### src/hdl/iec103_pkg.sv
package iec103_pkg;

   typedef enum logic [2:0] {
      CMD_RESET_LINK  = 3'd0,
      CMD_RESET_COUNT = 3'd1,
      CMD_GENERAL     = 3'd2,
      CMD_CLASS1      = 3'd3,
      CMD_CLASS2      = 3'd4
   } cmd_type;

   typedef enum logic [1:0] {
      EVT_NO_DATA    = 2'd0,
      EVT_INVALID    = 2'd1,
      EVT_FRAME      = 2'd2,
      EVT_LINK_ERROR = 2'd3
   } event_type;

   localparam logic [7:0] START_FIXED    = 8'h10;
   localparam logic [7:0] START_VARIABLE = 8'h68;
   localparam logic [7:0] ACD_MASK       = 8'h20;
   localparam logic [7:0] FUNC_MASK      = 8'h0F;
   localparam logic [7:0] FUNC_NO_DATA   = 8'd9;
   localparam logic [7:0] MIN_FRAME      = 8'd5;
   localparam logic [7:0] ASDU_RESET_ACK = 8'd5;
   localparam logic [7:0] MISS_MAX       = 8'hFF;

   localparam logic [7:0] MAX_RESENDS_RESET = 8'd3;
   localparam int         CSR_ADDR_W        = 3;
   localparam logic       CSR_IDX_MAX_RESENDS = 1'b0;

endpackage

### src/hdl/iec103_master_poll_sequencer.sv
// IEC 60870-5-103 master polling sequencer.
// The req channel carries one receive event per item: its kind, the frame
// length, the start byte, both control bytes and the ASDU type. The rsp
// channel returns exactly one item per event with the next command to send,
// the frame count bit and four status flags. Both channels use valid/stall;
// an item moves on a rising edge with valid high and stall low.
// An event is captured in an input register, evaluated against the link
// state by a single level of compare logic, and written to the result
// register together with the state update, which raises rsp_valid. One item
// per cycle is sustained while the receiver keeps rsp_stall low.
// When the receiver stalls, the result register holds, the input register
// takes one more item, and req_stall is high while both registers are full
// and rsp_stall is high. The limit of missed replies is written through the
// csr port at byte address 0.
// Synchronous reset empties both registers, loads the resend limit with 3
// and sets the command to reset frame count with FCB, both reset-done
// flags, the miss counter and the halted flag cleared.
// A link error halts the block; later items still get a result that
// repeats the held command and FCB.
module iec103_master_poll_sequencer (
   input  logic                                clock,
   input  logic                                reset,
   input  logic                                req_valid,
   output logic                                req_stall,
   input  logic [1:0]                          req_event_kind,
   input  logic [7:0]                          req_frame_length,
   input  logic [7:0]                          req_start_byte,
   input  logic [7:0]                          req_fixed_control,
   input  logic [7:0]                          req_variable_control,
   input  logic [7:0]                          req_asdu_type,
   output logic                                rsp_valid,
   input  logic                                rsp_stall,
   output logic [2:0]                          rsp_next_command,
   output logic                                rsp_frame_count_bit,
   output logic                                rsp_frame_invalid,
   output logic                                rsp_link_reset_forced,
   output logic                                rsp_slave_no_data,
   output logic                                rsp_halted,
   input  logic                                csr_psel,
   input  logic                                csr_penable,
   input  logic                                csr_pwrite,
   input  logic [iec103_pkg::CSR_ADDR_W-1:0]   csr_paddr,
   input  logic [31:0]                         csr_pwdata,
   output logic [31:0]                         csr_prdata,
   output logic                                csr_pready
);

   logic [7:0] max_resends_val_ff;

   logic       in_valid_ff;
   logic [1:0] in_kind_ff;
   logic [7:0] in_len_ff;
   logic [7:0] in_start_ff;
   logic [7:0] in_fctrl_ff;
   logic [7:0] in_vctrl_ff;
   logic [7:0] in_asdu_ff;

   iec103_pkg::cmd_type pending_ff, pending_in;
   logic       fcb_ff, fcb_in;
   logic       link_done_ff, link_done_in;
   logic       count_done_ff, count_done_in;
   logic [7:0] miss_ff, miss_in;
   logic       stopped_ff, stopped_in;

   logic       out_valid_ff;
   logic [2:0] out_cmd_ff;
   logic       out_fcb_ff, out_invalid_ff, out_forced_ff, out_nodata_ff, out_halted_ff;

   logic       invalid_in, forced_in, nodata_in;
   logic [7:0] miss_next;
   logic       miss_hit;
   logic       out_load, in_load;
   logic       csr_write;

   assign out_load  = in_valid_ff && (!out_valid_ff || !rsp_stall);
   assign req_stall = in_valid_ff && !out_load;
   assign in_load   = req_valid && !req_stall;

   assign csr_write  = csr_psel && csr_penable && csr_pwrite && csr_pready;
   assign csr_pready = 1'b1;
   assign csr_prdata = (csr_paddr[iec103_pkg::CSR_ADDR_W-1] == iec103_pkg::CSR_IDX_MAX_RESENDS)
                       ? {24'd0, max_resends_val_ff} : 32'd0;

   always_ff @(posedge clock) begin
      if (reset) begin
         max_resends_val_ff <= iec103_pkg::MAX_RESENDS_RESET;
      end else if (csr_write &&
                   csr_paddr[iec103_pkg::CSR_ADDR_W-1] == iec103_pkg::CSR_IDX_MAX_RESENDS) begin
         max_resends_val_ff <= csr_pwdata[7:0];
      end
   end

   always_ff @(posedge clock) begin
      if (reset) begin
         in_valid_ff <= 1'b0;
      end else if (in_load) begin
         in_valid_ff <= 1'b1;
      end else if (out_load) begin
         in_valid_ff <= 1'b0;
      end
   end

   always_ff @(posedge clock) begin
      if (in_load) begin
         in_kind_ff  <= req_event_kind;
         in_len_ff   <= req_frame_length;
         in_start_ff <= req_start_byte;
         in_fctrl_ff <= req_fixed_control;
         in_vctrl_ff <= req_variable_control;
         in_asdu_ff  <= req_asdu_type;
      end
   end

   assign miss_next = (miss_ff == iec103_pkg::MISS_MAX) ? miss_ff : miss_ff + 8'd1;
   assign miss_hit  = (miss_next >= max_resends_val_ff);

   always_comb begin
      pending_in    = pending_ff;
      fcb_in        = fcb_ff;
      link_done_in  = link_done_ff;
      count_done_in = count_done_ff;
      miss_in       = miss_ff;
      stopped_in    = stopped_ff;
      invalid_in    = 1'b0;
      forced_in     = 1'b0;
      nodata_in     = 1'b0;
      if (!stopped_ff) begin
         case (iec103_pkg::event_type'(in_kind_ff))
            iec103_pkg::EVT_LINK_ERROR: begin
               stopped_in = 1'b1;
            end
            iec103_pkg::EVT_FRAME: begin
               miss_in = 8'd0;
               if (in_len_ff < iec103_pkg::MIN_FRAME) begin
                  invalid_in = 1'b1;
               end else if (in_start_ff == iec103_pkg::START_FIXED) begin
                  fcb_in = !fcb_ff;
                  if (pending_ff inside {iec103_pkg::CMD_RESET_LINK,
                                         iec103_pkg::CMD_RESET_COUNT}) begin
                     pending_in = iec103_pkg::CMD_CLASS1;
                  end else if ((in_fctrl_ff & iec103_pkg::ACD_MASK) != 8'd0) begin
                     pending_in = iec103_pkg::CMD_CLASS1;
                  end else begin
                     pending_in = iec103_pkg::CMD_CLASS2;
                     nodata_in  = ((in_fctrl_ff & iec103_pkg::FUNC_MASK) ==
                                   iec103_pkg::FUNC_NO_DATA);
                  end
               end else if (in_start_ff == iec103_pkg::START_VARIABLE) begin
                  fcb_in = !fcb_ff;
                  if (pending_ff == iec103_pkg::CMD_CLASS1 &&
                      in_asdu_ff == iec103_pkg::ASDU_RESET_ACK) begin
                     if ((in_vctrl_ff & iec103_pkg::ACD_MASK) == 8'd0) begin
                        if (!link_done_ff) begin
                           link_done_in = 1'b1;
                           pending_in   = iec103_pkg::CMD_RESET_COUNT;
                        end else if (!count_done_ff) begin
                           count_done_in = 1'b1;
                           pending_in    = iec103_pkg::CMD_GENERAL;
                        end
                     end
                  end else if ((in_vctrl_ff & iec103_pkg::ACD_MASK) != 8'd0) begin
                     pending_in = iec103_pkg::CMD_CLASS1;
                  end else begin
                     pending_in = iec103_pkg::CMD_CLASS2;
                  end
               end else begin
                  invalid_in = 1'b1;
               end
            end
            default: begin
               if (in_kind_ff == iec103_pkg::EVT_INVALID ||
                   pending_ff != iec103_pkg::CMD_RESET_LINK) begin
                  if (miss_hit) begin
                     forced_in     = 1'b1;
                     miss_in       = 8'd0;
                     pending_in    = iec103_pkg::CMD_RESET_LINK;
                     link_done_in  = 1'b0;
                     count_done_in = 1'b0;
                  end else begin
                     miss_in = miss_next;
                  end
               end
            end
         endcase
      end
   end

   always_ff @(posedge clock) begin
      if (reset) begin
         pending_ff    <= iec103_pkg::CMD_RESET_COUNT;
         fcb_ff        <= 1'b0;
         link_done_ff  <= 1'b0;
         count_done_ff <= 1'b0;
         miss_ff       <= 8'd0;
         stopped_ff    <= 1'b0;
         out_valid_ff  <= 1'b0;
      end else begin
         if (out_load) begin
            pending_ff    <= pending_in;
            fcb_ff        <= fcb_in;
            link_done_ff  <= link_done_in;
            count_done_ff <= count_done_in;
            miss_ff       <= miss_in;
            stopped_ff    <= stopped_in;
            out_valid_ff  <= 1'b1;
         end else if (!rsp_stall) begin
            out_valid_ff  <= 1'b0;
         end
      end
   end

   always_ff @(posedge clock) begin
      if (out_load) begin
         out_cmd_ff     <= pending_in;
         out_fcb_ff     <= fcb_in;
         out_invalid_ff <= invalid_in;
         out_forced_ff  <= forced_in;
         out_nodata_ff  <= nodata_in;
         out_halted_ff  <= stopped_in;
      end
   end

   assign rsp_valid             = out_valid_ff;
   assign rsp_next_command      = out_cmd_ff;
   assign rsp_frame_count_bit   = out_fcb_ff;
   assign rsp_frame_invalid     = out_invalid_ff;
   assign rsp_link_reset_forced = out_forced_ff;
   assign rsp_slave_no_data     = out_nodata_ff;
   assign rsp_halted            = out_halted_ff;

   a_halt_sticky: assert property (@(posedge clock) disable iff (reset)
      stopped_ff |=> stopped_ff)
      else $error("halted state was left");

   a_forced_cmd: assert property (@(posedge clock) disable iff (reset)
      rsp_valid && rsp_link_reset_forced |-> rsp_next_command == iec103_pkg::CMD_RESET_LINK)
      else $error("forced link reset without reset link command");

   a_halted_flags: assert property (@(posedge clock) disable iff (reset)
      rsp_valid && rsp_halted |->
         !rsp_frame_invalid && !rsp_link_reset_forced && !rsp_slave_no_data)
      else $error("status flag set on a halted result");

   a_nodata_cmd: assert property (@(posedge clock) disable iff (reset)
      rsp_valid && rsp_slave_no_data |-> rsp_next_command == iec103_pkg::CMD_CLASS2)
      else $error("no-data flag without class 2 poll");

   a_stall_full: assert property (@(posedge clock) disable iff (reset)
      req_stall |-> in_valid_ff && out_valid_ff && rsp_stall)
      else $error("input stalled while the pipeline could move");

endmodule

### config.mk
export PLATFORM = sky130hd
export DESIGN_NAME = iec103_master_poll_sequencer
export DESIGN_NICKNAME = d
export VERILOG_FILES = /design/src/hdl/iec103_pkg.sv /design/src/hdl/iec103_master_poll_sequencer.sv
export SDC_FILE = /design/constraint.sdc
export NUM_CORES = 1
export LEC_CHECK = 0
export BUFFER_PORTS_ARGS = -buffer_cell sky130_fd_sc_hd__buf_2
export CORE_MARGIN = 3
export CORE_UTILIZATION = 52
export DETAILED_ROUTE_END_ITERATION = 8
export PLACE_DENSITY = 0.85
export SYNTH_ARGS = -nofsm -noshare
export SYNTH_HDL_FRONTEND = slang
export SYNTH_SLANG_ARGS = --single-unit
### constraint.sdc
create_clock -name clock -period 7.3 [get_ports clock]
set_input_delay 0.365 -clock clock [delete_from_list [all_inputs] [get_ports clock]]
set_output_delay 0.365 -clock clock [all_outputs]
set_load 0.02 [all_outputs]
==> flow_summary_export.csv <==
group,metric,value,unit
outcome,run_status,"finished, final reports clean",
die,core_area,5675,um^2
synth,synth_top_area_share,38.11,%
placement,gp_congestion,0.8823,
routing,drc,0,
die,die_h,83.86,um
routing,viasPerCell,5.382,
clock_tree,cts_sinks,65,
synth,synth-seq-cells,65,
worst_hold_path,hp-class,"input pin to flip-flop",
clock_tree,cts_hold_buffers,0,
sta,hold_slack,0.1886,ns
sta,worst_slack,4.284,ns
sta,drv_slew,0,
global_routing,grt_pass1_wl,10280,um
clock_tree,cts_tree,"built",
pwr,power_density,223.4,nW/um^2
clock_tree,cts-buffers-inserted,9,
synth,ys_seq_area_share,53.99,%
routing,wl,6038,um
synth,synth_ff_type,"edfxtp_1",
synth,async_reset_ff_share,0,%
cells_and_area,final_core_util,64.84,%
placement,portBuffers,65,
synth,synth_common_cells,"edfxtp_1, nand2_1, nor2_1",
clock_tree,post_cts_resized,0,
routing,dr.pass1.iters,4,
worst_setup_path,cp.arrival,3.25,ns
die,ioPinCount,127,
synth,yosysUniqueCellTypes,57,
global_routing,first_global_vias,2250,
cells_and_area,area_growth,16.75,%
clock_tree,post_cts_buffers,0,
sta,setup_viol,0,
synth,synth_edf_count,40,
placement,place_ws,4.345,ns
sta,hold_viol_final,0,
sta,fin_tns_setup,0,ns
clock_tree,clk_pin_slew_worst_paths,0.07,ns
routing,drt_iter0_markers,160,
sta,fmax,331.6,MHz
worst_setup_path,crit_type,"flip-flop to flip-flop",
synth,yosys.area.top_type,"edfxtp_1",
global_routing,antenna_found_initial,0,
global_routing,grt_usage,18.37,%
die,die-area,7032,um^2
die,rows,27,
clock_tree,cts_buffer_depth,2,
cells_and_area,diodes,0,
clock_tree,h-tree-depth,3,
worst_setup_path,critPathRequiredTime,7.53,ns
job,cap_violations,0,
worst_setup_path,cp-start-kind,"flip-flop",
sta,rsz0062_at_grt,"false",
synth,synth-warning-count,0,
synth,synth_area,3152,um^2
global_routing,grt_start_max_net_pins,33,
synth,synth_area_per_cell,10.72,um^2
worst_setup_path,cp_max_fo,9,
pwr,vdd_drop_max,0.0002090,V
sta,tightestPinTransition,0.5379,ns
sta,max_slew_margin,63.81,%
die,start_util,55.53,%
sta,clock-skew-final,0.006071,ns
global_routing,gr-total-overflow,0,
cells_and_area,nNetsFinal,456,
synth,synth_most_common_cell,"edfxtp_1",
routing,wire_per_inst,13.72,um
routing,antenna_left,0,
pwr,total_power,0.8220,mW
clock_tree,clkLatencyLatePin,0.35,ns
sta,fin_crit_sh,41.31,%
synth,synthCells,294,
synth,synth.area.top_cells,"edfxtp_1, dfxtp_1, buf_4",
sta,fin_crit,3.016,ns
worst_setup_path,cp-end-kind,"flip-flop",
die,die_x,83.86,um
pwr,p_leak,1.522,nW
routing,via_count,2368,
cells_and_area,drive_gt1_share,26.63,%
placement,dpl.hpwl,4418,um
clock_tree,clock-root-buffer,"clkbuf_8",
-- sequential cells by signal (all words and copies together) (netlist names), 2 cells and up --
| signal | flops |
|---|---|
| in_asdu_ff | 8 |
| in_len_ff | 8 |
| in_start_ff | 8 |
| max_resends_val_ff | 8 |
| miss_ff | 8 |
| in_fctrl_ff | 5 |
| pending_ff | 3 |
| rsp_next_command | 3 |
| in_kind_ff | 2 |
-- through the flow --
stage / std cells / cell area [um^2]
2_1_floorplan: 317 / 3238
4_1_cts: 440 / 3680
3_5_place_dp: 424 / 3453
3_3_place_gp: 424 / 3453
5_1_grt: 440 / 3680
6_report: 440 / 3680
-- worst max-delay path: stages (launching register included) --
cell	delay, ns
dfxtp_1	0.47
and4_1	0.32
a31oi_1	0.17
and4_1	0.26
or2_2	0.28
ha_1	0.30
a21oi_1	0.07
o21ai_0	0.31
a31o_2	0.25
o2111ai_1	0.15
a221o_1	0.33
-- cells in the final DEF, fill, tap and decap left out, drive strengths merged, types with 3 or more instances in the layout --
cell type	Yosys	final
clkbuf	6	9
or2	4	4
nor2b	5	5
buf	25	66
nand2b	5	5
or4	3	3
a31oi	8	8
o31ai	3	3
a21oi	16	16
inv	13	15
nor2	28	28
dfxtp	25	25
nor4b	3	3
nand3	6	6
o21a	4	4
mux2	4	4
ha	9	9
a22oi	5	5
a21o	3	3
conb	2	25
nand2	28	28
o211ai	4	4
edfxtp	40	40
clkinv	1	3
nor3	4	4
o21ai	6	6
and4b	3	3
-- cells by family (layout without fill, tap and decap cells) --
| family | after synthesis | in the layout | synth area share (%) |
|---|---|---|---|
| AND/OR/NAND/NOR | 104 | 104 | 17.59 |
| adder cells (fa/ha/maj) | 9 | 9 | 3.573 |
| flip-flops | 65 | 65 | 53.99 |
| multiplexers | 5 | 5 | 1.747 |
| other | 2 | 25 | 0.2383 |
| AO/OA/AOI/OAI | 61 | 61 | 13.70 |
| XOR/XNOR | 3 | 3 | 0.8338 |
| buffers and inverters | 45 | 96 | 8.336 |
-- routing by layer --
| layer | GRT usage (%) | vias up | part of all wire, % |
|---|---|---|---|
| met5 | 0 | - | 0 |
| met4 | 8.333 | 0 | 1.8 |
| met3 | 5.232 | 11 | 8.2 |
| li1 | - | 1172 | - |
| met1 | 22.28 | 1089 | 42 |
| met2 | 30.30 | 96 | 47 |
-- where the power goes --
part / internal (mW) / total, mW / switching [mW]
Sequential: 0.406 / 0.415 / 0.00876
Clock: 0.195 / 0.339 / 0.144
Combinational: 0.0237 / 0.0676 / 0.0439
Total: 0.625 / 0.822 / 0.197
-- final timing paths --
| path | start | to | slack (ns) | depth (start not counted) |
|---|---|---|---|---|
| setup / recovery | miss_ff[3] | pending_ff[0] | 4.28 | 10 |
| hold / removal | req_fixed_control[1] | in_fctrl_ff[1] | 0.19 | 1 |
| setup reg to reg | miss_ff[3] | pending_ff[0] | 4.28 | 10 |
| hold reg to reg | max_resends_val_ff[4] | max_resends_val_ff[4] | 0.46 | 2 |
-- final cells by class --
| class | instances | area [um^2] |
|---|---|---|
| clock buffer | 9 | 123.9 |
| timing repair buffer | 66 | 332.8 |
| sequential | 65 | 1702 |
| inverter | 14 | 52.55 |
| tap | 72 | 90.09 |
| multi-input combinational | 207 | 1276 |
| fill | 464 | 1996 |
| clock inverter | 7 | 102.6 |
Power figures use the tool's default switching activity.
